File: src/design/pwl_pkg.sv
// Shared types and constants for the piecewise-linear position lookup.
package pwl_pkg;

    localparam int BREAKPOINTS = 16;
    localparam int IDX_W       = $clog2(BREAKPOINTS);
    localparam int N_W         = $clog2(BREAKPOINTS + 1);
    localparam int DIV_STEPS   = 33;
    localparam int DIV_CNT_W   = $clog2(DIV_STEPS);
    localparam int APB_ADDR_W  = 3;
    localparam int APB_DATA_W  = 32;

    localparam logic REG_POINTS_IDX = 1'b0;
    localparam logic MODE_WRITE     = 1'b0;
    localparam logic MODE_QUERY     = 1'b1;

    typedef enum logic [2:0] {
        KIND_BEFORE = 3'd0,
        KIND_EXACT  = 3'd1,
        KIND_FLAT   = 3'd2,
        KIND_INTERP = 3'd3,
        KIND_AFTER  = 3'd4,
        KIND_EMPTY  = 3'd5
    } kind_t;

    typedef struct packed {
        logic               mode;
        logic [3:0]         point_index;
        logic signed [31:0] time_value;
        logic signed [31:0] position_value;
    } in_word_t;

    typedef struct packed {
        logic signed [31:0] position_out;
        kind_t              case_kind;
        logic [3:0]         segment_index;
    } out_word_t;

    // query token travelling along the row of breakpoint cells
    typedef struct packed {
        logic               valid;
        logic               found;
        kind_t              kind;
        logic [N_W-1:0]     idx;
        logic [IDX_W-1:0]   seg;
        logic signed [31:0] t;
        logic signed [31:0] t0;
        logic signed [31:0] p0;
        logic signed [31:0] t1;
        logic signed [31:0] p1;
    } token_t;

endpackage

File: src/design/pwl_div.sv
// Restoring divider, one quotient bit per cycle, 33-bit quotient.
module pwl_div (
    input  logic        aclk,
    input  logic        aresetn,
    input  logic        start,
    input  logic [63:0] dividend,
    input  logic [31:0] divisor,
    output logic        done,
    output logic [32:0] quotient
);
    import pwl_pkg::*;

    logic                 busy_reg;
    logic                 done_reg;
    logic [DIV_CNT_W-1:0] cnt_reg;
    logic [31:0]          rem_reg;
    logic [31:0]          dvs_reg;
    logic [32:0]          num_reg;
    logic [32:0]          quot_reg;
    logic [32:0]          trial;
    logic                 qbit;
    logic [32:0]          diff;

    always_comb begin
        trial = {rem_reg, num_reg[32]};
        diff  = trial - {1'b0, dvs_reg};
        qbit  = (trial >= {1'b0, dvs_reg});
    end

    always_ff @(posedge aclk) begin
        if (!aresetn) begin
            busy_reg <= 1'b0;
            done_reg <= 1'b0;
            cnt_reg  <= '0;
        end else begin
            done_reg <= 1'b0;
            if (start) begin
                busy_reg <= 1'b1;
                cnt_reg  <= '0;
            end else if (busy_reg) begin
                cnt_reg <= cnt_reg + 1'b1;
                if (cnt_reg == DIV_CNT_W'(DIV_STEPS - 1)) begin
                    busy_reg <= 1'b0;
                    done_reg <= 1'b1;
                end
            end
        end
    end

    // quotient fits 33 bits, so the top 31 dividend bits start below the divisor
    always_ff @(posedge aclk) begin
        if (start) begin
            rem_reg  <= {1'b0, dividend[63:33]};
            num_reg  <= dividend[32:0];
            dvs_reg  <= divisor;
            quot_reg <= '0;
        end else if (busy_reg) begin
            rem_reg  <= qbit ? diff[31:0] : trial[31:0];
            num_reg  <= {num_reg[31:0], 1'b0};
            quot_reg <= {quot_reg[31:0], qbit};
        end
    end

    assign done     = done_reg;
    assign quotient = quot_reg;

endmodule

File: config.mk
export PLATFORM = sky130hd
export DESIGN_NAME = pwl_div
export DESIGN_NICKNAME = d
export VERILOG_FILES = /design/src/design/pwl_pkg.sv /design/src/design/pwl_div.sv
export SDC_FILE = /design/constraint.sdc
export NUM_CORES = 1
export LEC_CHECK = 0
export BUFFER_PORTS_ARGS = -buffer_cell sky130_fd_sc_hd__buf_4
export CORE_MARGIN = 10
export CORE_UTILIZATION = 51
export DETAILED_ROUTE_END_ITERATION = 8
export HOLD_SLACK_MARGIN = 0.15
export PLACE_DENSITY = 0.87
export SLEW_MARGIN = 20
export SYNTH_ARGS = -nofsm -noshare
export SYNTH_HDL_FRONTEND = slang
export SYNTH_SLANG_ARGS = --single-unit
File: constraint.sdc
create_clock -name aclk -period 3.1 [get_ports aclk]
set_input_delay 0.155 -clock aclk [delete_from_list [all_inputs] [get_ports aclk]]
set_output_delay 0.155 -clock aclk [all_outputs]
set_load 0.1 [all_outputs]
* Word level (Yosys, flattened, before mapping)
Index checks and enable logic that the tools add are counted.
** Storage, ports and cells
- Output and inout port bits :: 34
- Word-level logic and storage cells :: 26
- Input bits :: 99
- Flip-flop bits (word level) :: 138
** Operators by class
- Equality and inequality tests :: 1
- Magnitude comparators :: 1
- Reductions and logical operators :: 3
- Muxes and demuxes :: 9
- Add/sub/neg operators :: 2
- Bitwise operators :: 2
** Operators with widths (number)
- 33-bit two-way mux :: 2
- 31-bit two-way mux :: 2
- 33-bit by 32-bit >= comparator with 1-bit output :: 1
- 32-bit two-way mux :: 1
- 32-bit subtractor :: 1
- 6-bit by 1-bit adder with 6-bit output (second input constant) :: 1
- 6-bit == test (second input constant) :: 1
- 1-bit two-way mux :: 4
- 3-bit OR reduction :: 1
- 1-bit inverter :: 2
- 2-bit nonzero test :: 1
- 2-bit OR reduction :: 1

* Longest topological paths before layout
- Word-level depth :: 4
- Mapped depth :: 13
- Gate-level depth less buffers :: 12

* Least setup slack after synthesis
No wires, ideal clock.
- Path kind :: register -> register
- From :: register num_reg[32]
- To :: register rem_reg[20], data pin
- Stages on the path, launching flop included :: 13
- Period minus slack after synthesis :: 2.913 ns
- Required time :: 2.839 ns
- Arrival time :: 2.652 ns
- Library setup time :: 0.261 ns
- Path slack :: 0.187 ns
- Path through :: edfxtp_1 > inv_1 > ha_1 > inv_1 > fa_1 > a21o_1 > a221oi_1 > o211a_1 > o21ai_0 > inv_1 > o221ai_1 > xor2_1 > a221o_1
** Between the ends
- Longest elaborated chain between the ends :: 4
** Ends and longest elaborated chain
- start: declaration :: line pwl_div.sv:18 : logic [32:0] num_reg;
- start signal: assignment :: line pwl_div.sv:54 : num_reg <= dividend[32:0];
- start signal: assignment :: line pwl_div.sv:59 : num_reg <= {num_reg[31:0], 1'b0};
- 32-bit subtractor / 33-bit by 32-bit >= comparator with 1-bit output (equally long branches) :: line pwl_div.sv:26, pwl_div.sv:27
- 32-bit two-way mux * :: line pwl_div.sv:58 : rem_reg <= qbit ? diff[31:0] : trial[31:0];
- 31-bit two-way mux * :: line pwl_div.sv:57 : end else if (busy_reg) begin
- 31-bit two-way mux * :: line pwl_div.sv:52 : if (start) begin
- end signal: assignment :: line pwl_div.sv:53 : rem_reg <= {1'b0, dividend[63:33]};
- end signal: assignment :: line pwl_div.sv:58
- end: declaration :: line pwl_div.sv:16 : logic [31:0] rem_reg;
Mark *: on every way between the ends. The rest lies on a longest branch, timed or not. The select of a mux whose other input is x is not followed.
A chain may end at the register's enable or synchronous reset.

* Final worst setup path
- From :: register rem_reg[11]
- To :: register rem_reg[25], data pin
** Between the ends
- Longest elaborated chain between the ends :: 4
** Ends and longest elaborated chain (line)
- 32-bit subtractor / 33-bit by 32-bit >= comparator with 1-bit output (equally long branches) :: pwl_div.sv:26, pwl_div.sv:27
- 32-bit two-way mux * :: pwl_div.sv:58
- 31-bit two-way mux * :: pwl_div.sv:57
- 31-bit two-way mux * :: pwl_div.sv:52
Marks and branches as above.

==> flow_metrics.env <==
export IMPL_cp_end_kind="flip-flop"
export IMPL_dr_pass1_iters=5
export IMPL_yosysSeqAreaShare_pct=51.3
export IMPL_dpl_instance_area_um2=8610
export IMPL_chipWidth_um=139
export IMPL_totalWireLength_um=21100
export IMPL_syn_nets=801
export IMPL_ys_warnings_count=0
export IMPL_io_pins=133
export IMPL_slew_headroom_pct=58.1
export IMPL_min_path_type="in2reg"
export IMPL_vias=6195
export IMPL_portBuffers=132
export IMPL_cts_sinks=138
export IMPL_fillers=888
export IMPL_initial_core_util_pct=52.2
export IMPL_path_class="reg2reg"
export IMPL_synth_mux_area_share_pct=10.1
export IMPL_synth_xor_area_share_pct=3.50
export IMPL_synth_top_family_by_area="compound AO/OA/AOI/OAI gates"
export IMPL_multi_input_area_um2=3350
export IMPL_synthFlopType="edfxtp_1"
export IMPL_ys_ff_latch=138
export IMPL_hold_violations=0
export IMPL_reg2reg_from="rem_reg[11]$_DFFE_PP_"
export IMPL_grt_max_degree=94
export IMPL_dp_cells=981
export IMPL_clockBufferDepth=2
export IMPL_drt_iter0_drc=437
export IMPL_postSynthCellCount=667
export IMPL_syn_avg_cell_area_um2=10.9
export IMPL_drcViolationCount=0
export IMPL_synth_cell_area_um2=7250
export IMPL_ir_worst_vdd_v=0.000612
export IMPL_finalSetupViolCount=0
export IMPL_dp_hpwl_um=12700
export IMPL_cts_tree="built"
export IMPL_final_seq_area_um2=3720
export IMPL_finalWeightedCongestion=0.862
export IMPL_r2r_end="rem_reg[25]$_DFFE_PP_"
export IMPL_core_area_um2=13900
export IMPL_vias_per_cell=5.54
export IMPL_grt_overflow=0
export IMPL_wire_per_inst_um=18.9
export IMPL_crit_fanout=8
export IMPL_crit_start="rem_reg[11]$_DFFE_PP_"
export IMPL_cts_root_buf="clkbuf_16"
export IMPL_layout_worst_path_cycle_share_pct=98.3
export IMPL_drv_slew=0
export IMPL_htreeDepth=4
export IMPL_async_reset_ff_share_pct=0
export IMPL_nNetsFinal=1057
export IMPL_grt_usage_pct=20.8
export IMPL_post_route_util_pct=74.7
export IMPL_reg2reg_depth=10
export IMPL_critPathLaunchType="flip-flop"
export IMPL_fp_dieArea_um2=19400
export IMPL_layout_drive_gt1_share_pct=28.8
export IMPL_ff2ff_setup_slack_ps=50
export IMPL_grt_pass1_wl_um=33000
export IMPL_synth_fa_ha_area_share_pct=6.14
export IMPL_status="finished, final reports clean"
export IMPL_synth_edff_count=96
export IMPL_finalCriticalPeriod_ps=3050
export IMPL_numCtsBuffers=17
export IMPL_clk_latency_ps=430
export IMPL_power_density_nw_per_um2=641
export IMPL_grt_pass1_vias=6508
export IMPL_worstSetupEndpoint="rem_reg[25]$_DFFE_PP_"
export IMPL_rows=43
export IMPL_tightestPinTransition_ps=620
export IMPL_required_ps=3280
export IMPL_drv_cap=0
export IMPL_die_y_um=139
export IMPL_fin_area_um2=10400
export IMPL_p_leak_nw=4.39
export IMPL_synth_compound_area_share_pct=12.9
export IMPL_antenna_found_initial=3
export IMPL_ys_types=61
export IMPL_worstPathArrival_ps=3230
export IMPL_syn2layout_area_growth_pct=43.0
export IMPL_instances_no_fill=1119
export IMPL_ant_nets=0
export IMPL_clk_pin_slew_ps=70
export IMPL_yosys_area_share_simple_pct=11.6
export IMPL_clock_fmax_ghz=0.328
export IMPL_clock_skew_final_ps=10.9
[cell usage in the layout, fill, tap and decap left out, types with 26 or more instances in the layout]
master,n
inv_1,49
buf_4,165
mux2i_1,36
dfxtp_1,41
dlygate4sd3_1,96
mux2_2,33
edfxtp_1,96
nand2_1,47
a21oi_1,30
nor2_1,68
ha_1,26
[worst min-delay path by stage]
stage,start,to,slack [ps],cells past startpoint
3_3_place_gp,divisor[31],dvs_reg[31]$_DFFE_PP_,330,1
4_1_cts,start,quotient[1]$_SDFFE_PP0P_,150,2
5_1_grt,dividend[57],rem_reg[24]$_DFFE_PP_,170,3
2_1_floorplan,divisor[0],dvs_reg[0]$_DFFE_PP_,250,0
6_report,dividend[57],rem_reg[24]$_DFFE_PP_,150,3
3_5_place_dp,divisor[15],dvs_reg[15]$_DFFE_PP_,330,1
[per-layer routing]
metal | wire [um] | GRT usage (%)
met4 | 741 | 9.01
met1 | 8280 | 23.7
met3 | 1600 | 7.45
met5 | 0 | 0
met2 | 10500 | 34.4
[cell type report]
cell class	instances	area share (%)
Clock inverter	9	0.724
Sequential cell	138	35.9
Multi-Input combinational cell	450	32.4
Clock buffer	23	4.92
Inverter	50	1.81
Timing Repair Buffer	266	22.0
Tap cell	180	2.17
Antenna cell	3	0.0724
[metrics by stage]
step	hold WS [ps]	setup slack (ps)	power, mW	setup TNS, ps
after floorplan	254	187	3.70	0
after global placement	334	104	4.24	0
after detailed placement	334	14.0	4.28	0
after CTS	152	12.8	6.41	0
after global routing	170	-87.0	6.98	-624
final	147	54.0	6.65	0
[synth_stat cells (16+ instances only)]
cell | number | area, um^2
mux2i_1 | 36 | 360
edfxtp_1 | 96 | 2880
nand2_1 | 48 | 180
a31oi_1 | 22 | 138
inv_1 | 50 | 188
xnor2_1 | 18 | 158
dfxtp_1 | 42 | 841
clkbuf_1 | 16 | 60.1
a21oi_1 | 34 | 170
ha_1 | 34 | 425
o21ai_0 | 21 | 105
mux2_2 | 33 | 372
nor2_1 | 68 | 255
[worst max-delay path, cell delays in order (launching register included)]
cell,delay (ps)
edfxtp_1,420
ha_1,370
nand4_2,110
or3_1,400
or4_4,520
a21oi_2,150
or4_4,150
a31oi_4,50
buf_6,170
and3_1,180
a221o_1,270
[what timing repair did]
action	CTS	global route
resized for setup	1	27
gates cloned	0	0
pin swaps	0	6
endpoints found under the setup margin	2	22
endpoints found under the hold margin	102	0
hold buffers	96	0
buffers inserted	0	7
[cell families (layout without fill, tap and decap cells)]
group,count (synthesis),count (layout)
buffers and inverters,79,348
flip-flops,138,138
AO/OA/AOI/OAI,136,136
XOR/XNOR,29,29
AND/OR/NAND/NOR,181,181
multiplexers,69,69
adder cells (fa/ha/maj),35,35
other,0,3
[where the power goes]
part | total, mW | switching [mW] | internal (mW)
clock | 2.02 | 0.845 | 1.18
combinational | 2.29 | 1.20 | 1.09
sequential | 2.33 | 0.116 | 2.22
(Power assumes the default switching activity.)
