[config.mk]
export PLATFORM = sky130hd
export DESIGN_NAME = pwl_cell
export DESIGN_NICKNAME = d
export VERILOG_FILES = /design/src/design/pwl_pkg.sv /design/src/design/pwl_cell.sv
export SDC_FILE = /design/constraint.sdc
export NUM_CORES = 1
export LEC_CHECK = 0
export ABC_CLOCK_PERIOD_IN_PS = 6000
export BUFFER_PORTS_ARGS = -buffer_cell sky130_fd_sc_hd__buf_2
export CAP_MARGIN = 20
export CORE_AREA = 4 4 163 165
export DETAILED_ROUTE_END_ITERATION = 16
export DIE_AREA = 0 0 167 169
export PLACE_DENSITY = 0.7
export SLEW_MARGIN = 20
export SYNTH_ARGS = -nofsm -noshare
export SYNTH_HDL_FRONTEND = slang
export SYNTH_SLANG_ARGS = --single-unit
[constraint.sdc]
create_clock -name aclk -period 6 [get_ports aclk]
set_clock_uncertainty 0.1 [all_clocks]
set_input_delay 1.2 -clock aclk [delete_from_list [all_inputs] [get_ports aclk]]
set_output_delay 1.2 -clock aclk [all_outputs]
set_load 0.02 [all_outputs]
[src/design/pwl_pkg.sv]
// Shared types and constants for the piecewise-linear position lookup.
package pwl_pkg;

    localparam int BREAKPOINTS = 16;
    localparam int IDX_W       = $clog2(BREAKPOINTS);
    localparam int N_W         = $clog2(BREAKPOINTS + 1);
    localparam int DIV_STEPS   = 33;
    localparam int DIV_CNT_W   = $clog2(DIV_STEPS);
    localparam int APB_ADDR_W  = 3;
    localparam int APB_DATA_W  = 32;

    localparam logic REG_POINTS_IDX = 1'b0;
    localparam logic MODE_WRITE     = 1'b0;
    localparam logic MODE_QUERY     = 1'b1;

    typedef enum logic [2:0] {
        KIND_BEFORE = 3'd0,
        KIND_EXACT  = 3'd1,
        KIND_FLAT   = 3'd2,
        KIND_INTERP = 3'd3,
        KIND_AFTER  = 3'd4,
        KIND_EMPTY  = 3'd5
    } kind_t;

    typedef struct packed {
        logic               mode;
        logic [3:0]         point_index;
        logic signed [31:0] time_value;
        logic signed [31:0] position_value;
    } in_word_t;

    typedef struct packed {
        logic signed [31:0] position_out;
        kind_t              case_kind;
        logic [3:0]         segment_index;
    } out_word_t;

    // query token travelling along the row of breakpoint cells
    typedef struct packed {
        logic               valid;
        logic               found;
        kind_t              kind;
        logic [N_W-1:0]     idx;
        logic [IDX_W-1:0]   seg;
        logic signed [31:0] t;
        logic signed [31:0] t0;
        logic signed [31:0] p0;
        logic signed [31:0] t1;
        logic signed [31:0] p1;
    } token_t;

endpackage

[src/design/pwl_cell.sv]
// One breakpoint cell: holds a time and position and steps the query token on.
module pwl_cell (
    input  logic               aclk,
    input  logic               aresetn,
    input  logic               wr_en,
    input  logic signed [31:0] wr_time,
    input  logic signed [31:0] wr_pos,
    input  logic [pwl_pkg::N_W-1:0] n_used,
    input  pwl_pkg::token_t    tok_in,
    output pwl_pkg::token_t    tok_out
);
    import pwl_pkg::*;

    logic signed [31:0] time_reg;
    logic signed [31:0] pos_reg;
    token_t             tok_reg;
    token_t             tok_next;
    logic               active;
    logic               hit;

    always_ff @(posedge aclk) begin
        if (wr_en) begin
            time_reg <= wr_time;
            pos_reg  <= wr_pos;
        end
    end

    always_comb begin
        tok_next     = tok_in;
        tok_next.idx = tok_in.idx + 1'b1;
        active       = tok_in.valid && !tok_in.found && (tok_in.idx < n_used);
        hit          = active && (tok_in.t <= time_reg);
        if (hit) begin
            tok_next.found = 1'b1;
            tok_next.seg   = tok_in.idx[IDX_W-1:0];
            tok_next.t1    = time_reg;
            tok_next.p1    = pos_reg;
            if (tok_in.idx == '0) begin
                tok_next.kind = KIND_BEFORE;
            end else if (tok_in.t == time_reg) begin
                tok_next.kind = KIND_EXACT;
            end else if (pos_reg == tok_in.p0) begin
                tok_next.kind = KIND_FLAT;
            end else begin
                tok_next.kind = KIND_INTERP;
            end
        end else if (active) begin
            tok_next.seg = tok_in.idx[IDX_W-1:0];
            tok_next.t0  = time_reg;
            tok_next.p0  = pos_reg;
        end
    end

    always_ff @(posedge aclk) begin
        if (!aresetn) begin
            tok_reg <= '0;
        end else begin
            tok_reg <= tok_next;
        end
    end

    assign tok_out = tok_reg;

endmodule

-- After elaboration in Yosys (flattened, before gate mapping)
Index checks and enable logic that the tools add are counted.
- logic and storage cells: 31
- output and inout bits: 174
- bits of input ports: 246
- flip-flop bits (word level): 238
- equal/unequal tests: 2
- reduce and logical (&&, ||, !) cells: 5
- $add $sub $neg: 1
- muxes and demuxes: 9
- order comparisons: 2
- operator list (cell ; count):
    2-to-1 mux 64 bit ; 3
    == test 32 bit ; 2
    less-or-equal comparator 32 bit ; 1
    2-to-1 mux 4 bit ; 3
    2-to-1 mux 3 bit ; 2
    adder 5 x 1 -> 5 bit, second input constant ; 1
    logical NOT 5 bit ; 1
    < comparator 5 bit ; 1
    logical AND 1 bit ; 3
    logical NOT 1 bit ; 1
    2-to-1 mux 1 bit ; 1

-- Depth between registers and ports, before layout
Gate-level depths: netlist of run 1.
- depth after elaboration: 5
- mapped depth: 12
- mapped depth without buffers: 9

-- Worst setup path before layout of run 1
Ideal clock, no wire load.
- path kind: in2reg
- start: input tok_in[135] (netlist bit)
- end: register tok_reg, in the netlist tok_out[55]
- path slack: 2720 ps
- setup time: 72 ps
- buffers on the path: 3
- cell stages on the path: 11
- data arrival time: 3108 ps
- data required time: 5828 ps
- cell sequence: ha_1 a21oi_1 o21ai_1 o2bb2ai_1 o41a_1 a31oi_1 and3_1 buf_6 buf_6 buf_6 mux2i_1
- cells in the longest elaborated chain, start to end: 3
- RTL lines (item ; RTL line ; RTL):
    start, declared ; pwl_cell.sv:9 ; input pwl_pkg::token_t tok_in,
    less-or-equal comparator 32 bit ; pwl_cell.sv:32 ; hit = active && (tok_in.t <= time_reg);
    logical AND 1 bit ; pwl_cell.sv:32 ;
    2-to-1 mux 64 bit ; pwl_cell.sv:33 ; if (hit) begin
    end signal, assigned ; pwl_cell.sv:58 ; tok_reg <= tok_next;
    end, declared ; pwl_cell.sv:16 ; token_t tok_reg;
Every way passes these cells.
A chain may end at the register's enable or synchronous reset.

-- Worst setup path after layout of run 1
- start: input tok_in[133] (netlist bit)
- end: register tok_reg, in the netlist tok_out[21]
The elaborated chain is that of the path after synthesis.

==> flow_summary.toml, run 1 <==
[clock_network]
htreeDepth = 1
path_clk_slew_ps = 60
clock_path_buffers = 3
cts_resized = 0
tritoncts = "built"
ctsRootBufferMaster = "clkbuf_16"
cts_buffers = 27
cts_sinks = 238
worstSkewPairLatency_ps = 520
cts_hold_buf = 0
cts_post_setup_buffers_inserted = 0

[worst_setup_path]
arrival_ps = 4180
crit_chain = "buf_2, ha_1, a21oi_1, o21ai_1, o2bb2ai_1, o41a_1, a31oi_1, and3_4, buf_4, mux2i_1"
ff2ff_setup_slack_ps = 2490
max_stage_delay_ps = 830
worstSetupStartpointType = "primary input"
cp_max_fo = 47
crit_slowest_cell = "and3_4"
cp-end-kind = "flip-flop"
cp.required_ps = 6340
r2r-end = "tok_out[21]$_SDFF_PN0_"
critPathKind = "primary input to flip-flop"
r2r_start = "time_reg[1]$_DFFE_PP_"
rr_worst_depth = 10

[global_route]
grt_pass1_wl_mm = 42.41
track_usage_pct = 18.87
grt_pass1_vias = 7767
grt_max_degree = 126
grt.overflow.total = 0
antenna_found_initial = 5

[pwr]
p_per_area_nw_per_um2 = 314.9
leakagePower_nw = 6.384
peakVddDrop_mv = 0.2331

[synthesis]
synth.area.top_cells = "dfxtp_1 (37%), edfxtp_1 (20%), mux2i_1 (14%)"
synth_top_area_share_pct = 36.97
synth_ff_type = "dfxtp_1"
yosysSeqAreaShare_pct = 57.36
yosysWarnings = 0
netlist_area_sq_um = 9423
syn-mean-instance-area_sq_um = 11.16
synth.most_common_cell = "nand2_1"
netlist_top_cells_count = "nand2_1 (205), dfxtp_1 (174), mux2i_1 (134)"
yosysTopAreaCell = "dfxtp_1"
synthDistinctLibCells = 37
synth_seq_cells = 238
synth_edf_count = 64
synthCells = 844
async_reset_ff_share_pct = 0
syn-num-nets = 1128

[sta]
setup_tns_ps = 0
hold_viol_final = 0
rsz0062_at_grt = "false"
tightest_slew_ps = 948.4
slew_headroom_pct = 36.77
min_period_ps = 3837
drv_slew = 0
fmax_ghz = 0.2606
setup_viol = 0
min_period_over_period_pct = 63.95
holdWs_ps = 464.4

[die]
row_count = 58
pin_count = 420
die_h_microns = 169
start_util_pct = 37.64
die-width_microns = 167
die_area_sq_um = 28220
core_sq_um = 25040

[hold_path]
holdCritStartpoint = "time_reg[23]$_DFFE_PP_"
whs_endpoint = "tok_out[55]$_SDFF_PN0_"
hold_depth = 2
hold_class = "flip-flop to flip-flop"

[drt]
drc = 0
vias = 7417
viasPerCell = 4.615
drt-initial-drc-count = 353
ant_nets = 0
drtPass1Iterations = 4
wl_per_cell_microns = 17.44
drt-total-wl_mm = 28.03

[layout]
drive_gt1_share_pct = 36.91
fillCellCount = 2305
nets = 1540
area_delta_synth_final_pct = 33.73
largest_register_ffs = 174

[flow_run]
drv_cap = 0

[status]
status = "complete, no violations"

[place]
port_buffers = 419
post-dp-hpwl_mm = 21.61
gp_congestion = 0.8613
stage by stage:
| step | cell area (sq um) | setup slack, ps | total power, W | cells | util, % |
|---|---|---|---|---|---|
| after floorplan | 9423 | 2720 | 0.002189 | 844 | - |
| after global placement | 11750 | 1649 | 0.002440 | 1557 | 46.93 |
| after detailed placement | 11750 | 1616 | 0.002450 | 1557 | 46.93 |
| after CTS | 12600 | 2168 | 0.004024 | 1606 | 50.32 |
| after global routing | 12600 | 1981 | 0.004147 | 1607 | 50.33 |
| final | 12600 | 2163 | 0.003968 | 1607 | 50.33 |
worst max-delay path: cells and delay by family:
kind                     cells  cell delay [ps]
buffers and inverters        2              510
multiplexers                 1              220
AND/OR/NAND/NOR              1              830
adder cells (fa/ha/maj)      1              320
AO/OA/AOI/OAI                5             1080
worst max-delay path by stage:
stage | start | to | slack (ps)
floorplan | tok_in[135] | tok_out[55]$_SDFF_PN0_ | 2720
global placement | tok_in[142] | tok_out[21]$_SDFF_PN0_ | 1650
detailed placement | tok_in[135] | tok_out[21]$_SDFF_PN0_ | 1620
CTS | tok_in[135] | tok_out[21]$_SDFF_PN0_ | 2170
global route | tok_in[133] | tok_out[10]$_SDFF_PN0_ | 1980
finish | tok_in[133] | tok_out[21]$_SDFF_PN0_ | 2160
cell families after synthesis:
logic type	synth area share, %
XOR/XNOR	3.253
AO/OA/AOI/OAI	2.244
flip-flops	57.36
AND/OR/NAND/NOR	13.60
buffers and inverters	4.262
multiplexers	14.23
adder cells (fa/ha/maj)	5.046
per-layer routing:
metal / track usage, % / part of all wire [%] / vias up
met5: 0 / 0.15 / -
met4: 4.838 / 1.8 / 8
met3: 5.955 / 8.6 / 43
met2: 34.80 / 51 / 311
met1: 21.10 / 38 / 3394
li1: - / - / 3661
layout make-up:
type	count	area (sq um)	share of cell area, %
Clock buffer	40	774.5	6.146
Sequential cell	238	5405	42.90
Antenna cell	1	2.502	0.01986
Multi-Input combinational cell	525	3621	28.74
Inverter	39	146.4	1.162
Clock inverter	9	75.07	0.5958
Timing Repair Buffer	425	2163	17.17
Tap cell	330	412.9	3.277
layout by cell type, fill, tap and decap left out, types with 4 or more instances in the layout:
master and instances:
o21ai_0 4, nor2b_1 7, dfxtp_1 174, a21oi_1 14
nor4_1 4, nand2_1 205, and2_1 37, inv_1 38
buf_4 6, xnor2_1 34, clkbuf_8 5, nand4_1 14
mux2i_1 134, ha_1 38, clkbuf_16 27, clkinv_2 4
buf_2 417, clkbuf_1 8, nand3_1 9, edfxtp_1 64
power breakdown:
| group | internal, W | switching [W] |
|---|---|---|
| registers | 0.00177 | 0.0000437 |
| logic | 0.000236 | 0.000354 |
| clock network | 0.000934 | 0.000626 |
(Power assumes the default switching activity.)
==> run 2, diff against run 1 <==
--- a/config.mk
+++ b/config.mk
@@ -5,13 +5,13 @@
 export SDC_FILE = /design/constraint.sdc
 export NUM_CORES = 1
 export LEC_CHECK = 0
-export ABC_CLOCK_PERIOD_IN_PS = 6000
+export ABC_CLOCK_PERIOD_IN_PS = 3600
 export BUFFER_PORTS_ARGS = -buffer_cell sky130_fd_sc_hd__buf_2
 export CAP_MARGIN = 20
-export CORE_AREA = 4 4 163 165
+export CORE_AREA = 4 4 160 162
 export DETAILED_ROUTE_END_ITERATION = 16
-export DIE_AREA = 0 0 167 169
-export PLACE_DENSITY = 0.7
+export DIE_AREA = 0 0 164 166
+export PLACE_DENSITY = 0.72
 export SLEW_MARGIN = 20
 export SYNTH_ARGS = -nofsm -noshare
 export SYNTH_HDL_FRONTEND = slang
==> constraint.sdc (replaced) <==
create_clock -name aclk -period 3.6 [get_ports aclk]
set_clock_uncertainty 0.1 [all_clocks]
set_input_delay 0.72 -clock aclk [delete_from_list [all_inputs] [get_ports aclk]]
set_output_delay 0.72 -clock aclk [all_outputs]
set_load 0.02 [all_outputs]
==> run 2 against run 1 <==
Cell count is 0.37% lower. Clock power rose by 57%. Sequential cell count unchanged. Critical endpoint is now tok_out[75]$_SDFF_PN0_. Largest power group unchanged. Critical path depth is the same.
==> flow_summary.toml, run 2 (same netlist as run 1, synthesis figures left out) <==
[clock_network]
cts_hold_buf = 0
tritoncts = "built"
clock_path_buffers = 3
cts_post_setup_buffers_inserted = 0
worstSkewPairLatency_ps = 520
ctsRootBufferMaster = "clkbuf_16"
cts_buffers = 26
cts_sinks = 238
cts_resized = 0
path_clk_slew_ps = 60
htreeDepth = 1

[worst_setup_path]
r2r-end = "tok_out[75]$_SDFF_PN0_"
arrival_ps = 3390
startpoint = "time_reg[19]$_DFFE_PP_"
crit_slowest_cell = "edfxtp_1"
cp_max_fo = 64
crit_chain = "inv_1, ha_1, a21oi_1, o21ai_0, a221oi_1, o21ai_0, o21a_1, o211ai_1, buf_12, mux2i_1"
cp.required_ps = 3940
rr_worst_depth = 10
max_stage_delay_ps = 410
r2r_start = "time_reg[19]$_DFFE_PP_"
ff2ff_setup_slack_ps = 560
cp-end-kind = "flip-flop"
critPathKind = "flip-flop to flip-flop"
worstSetupStartpointType = "flip-flop"
critPathCapture = "tok_out[75]$_SDFF_PN0_"
cpMostUsedCell = "o21ai_0"

[die]
pin_count = 420
row_count = 57
start_util_pct = 39.09
die_h_microns = 166
core_sq_um = 24110
die_area_sq_um = 27220
die-width_microns = 164

[drt]
wl_met1_mm = 10.24
drc = 0
viasPerCell = 4.663
highest_layer = "met4"
drt-initial-drc-count = 331
vias = 7465
routed-wl-met3_mm = 2.645
drtPass1Iterations = 6
drt-total-wl_mm = 28.11
wl_met2_mm = 14.10
wl_per_cell_microns = 17.56
ant_nets = 0

[global_route]
antenna_found_initial = 2
track_usage_pct = 19.73
grt_pass1_vias = 7686
grt_max_degree = 75
grt_pass1_wl_mm = 42.17
grt.overflow.total = 0

[layout]
largest_register_ffs = 174
final_common_cell = "buf_2"
nets = 1540
final_cell_mix = "buf_2 (417), nand2_1 (205), dfxtp_1 (174)"
final_util_pct = 52.24
final_cells = 1601
drive_gt1_share_pct = 36.99
area_delta_synth_final_pct = 33.65

[place]
gp_congestion = 0.8621
port_buffers = 419
dp_cells = 1552
post-dp-hpwl_mm = 21.78

[pwr]
leakagePower_nw = 6.375
switching_share_pct = 26.41
clkPwrFrac_pct = 37.9
p_per_area_nw_per_um2 = 514.2
seqPwrFrac_pct = 46.8
p_int_w = 0.004765
peakVddDrop_mv = 0.4951
p_comb_share_pct = 15.3
netSwitchingPower_w = 0.001710

[sta]
hold_viol_final = 0
setup_viol = 0
setup_tns_ps = 0
fmax_ghz = 0.3287
tightest_slew_ps = 939.4
min_period_over_period_pct = 84.51
drv_slew = 0
min_period_ps = 3043
slew_headroom_pct = 37.37
rsz0062_at_grt = "false"

[hold_path]
hold_depth = 1
hold_class = "primary input to flip-flop"
holdCritStartpoint = "wr_time[23]"

[flow_run]
drv_cap = 0

[status]
status = "complete, no violations"
==> run 2: worst min path at each step <==
stage / end / slack (ps)
5_1_grt: time_reg[5]$_DFFE_PP_ / 240
6_report: time_reg[23]$_DFFE_PP_ / 270
3_5_place_dp: tok_out[120]$_SDFF_PN0_ / 440
4_1_cts: pos_reg[18]$_DFFE_PP_ / 240
3_3_place_gp: tok_out[99]$_SDFF_PN0_ / 440
2_1_floorplan: tok_out[100]$_SDFF_PN0_ / 420
==> run 2: metal layers <==
metal,vias to the layer above,track usage [%]
met1,3399,21.56
met4,0,7.440
met3,67,5.882
met5,-,0
met2,339,35.70
li1,3660,-
==> run 2: layout make-up <==
class | instances | area (sq um)
Timing Repair Buffer | 426 | 2221
Tap cell | 324 | 405.4
Fill cell | 2198 | 11510
Sequential cell | 238 | 5405
Antenna cell | 1 | 2.502
Clock buffer | 35 | 725.7
Clock inverter | 13 | 66.31
Multi-Input combinational cell | 525 | 3621
Inverter | 39 | 146.4
==> run 2: worst max-delay path: cells and delay by family (launching register included) <==
kind | cells | cell delay [ps]
flip-flops | 1 | 410
AO/OA/AOI/OAI | 6 | 1310
adder cells (fa/ha/maj) | 1 | 240
multiplexers | 1 | 270
buffers and inverters | 2 | 490
==> run 2: through the flow <==
stage	hold WS [ps]	worst slack, ps	cell area (sq um)	total power [W]
after floorplan	418.5	800.4	9423	0.003649
after global routing	243.2	423.7	12590	0.006771
final	267.8	557.5	12590	0.006475
after global placement	437.2	251.8	11800	0.004071
after CTS	238.7	601.1	12590	0.006563
after detailed placement	444.7	175.6	11800	0.004091
==> run 2: power groups by stage <==
stage	clock network, W	logic (W)	registers, W
finish	0.00245	0.000989	0.00303
detailed placement	0	0.00100	0.00309
floorplan	0	0.000391	0.00326
global route	0.00264	0.00108	0.00305
global placement	0	0.000986	0.00308
CTS	0.00252	0.00100	0.00303
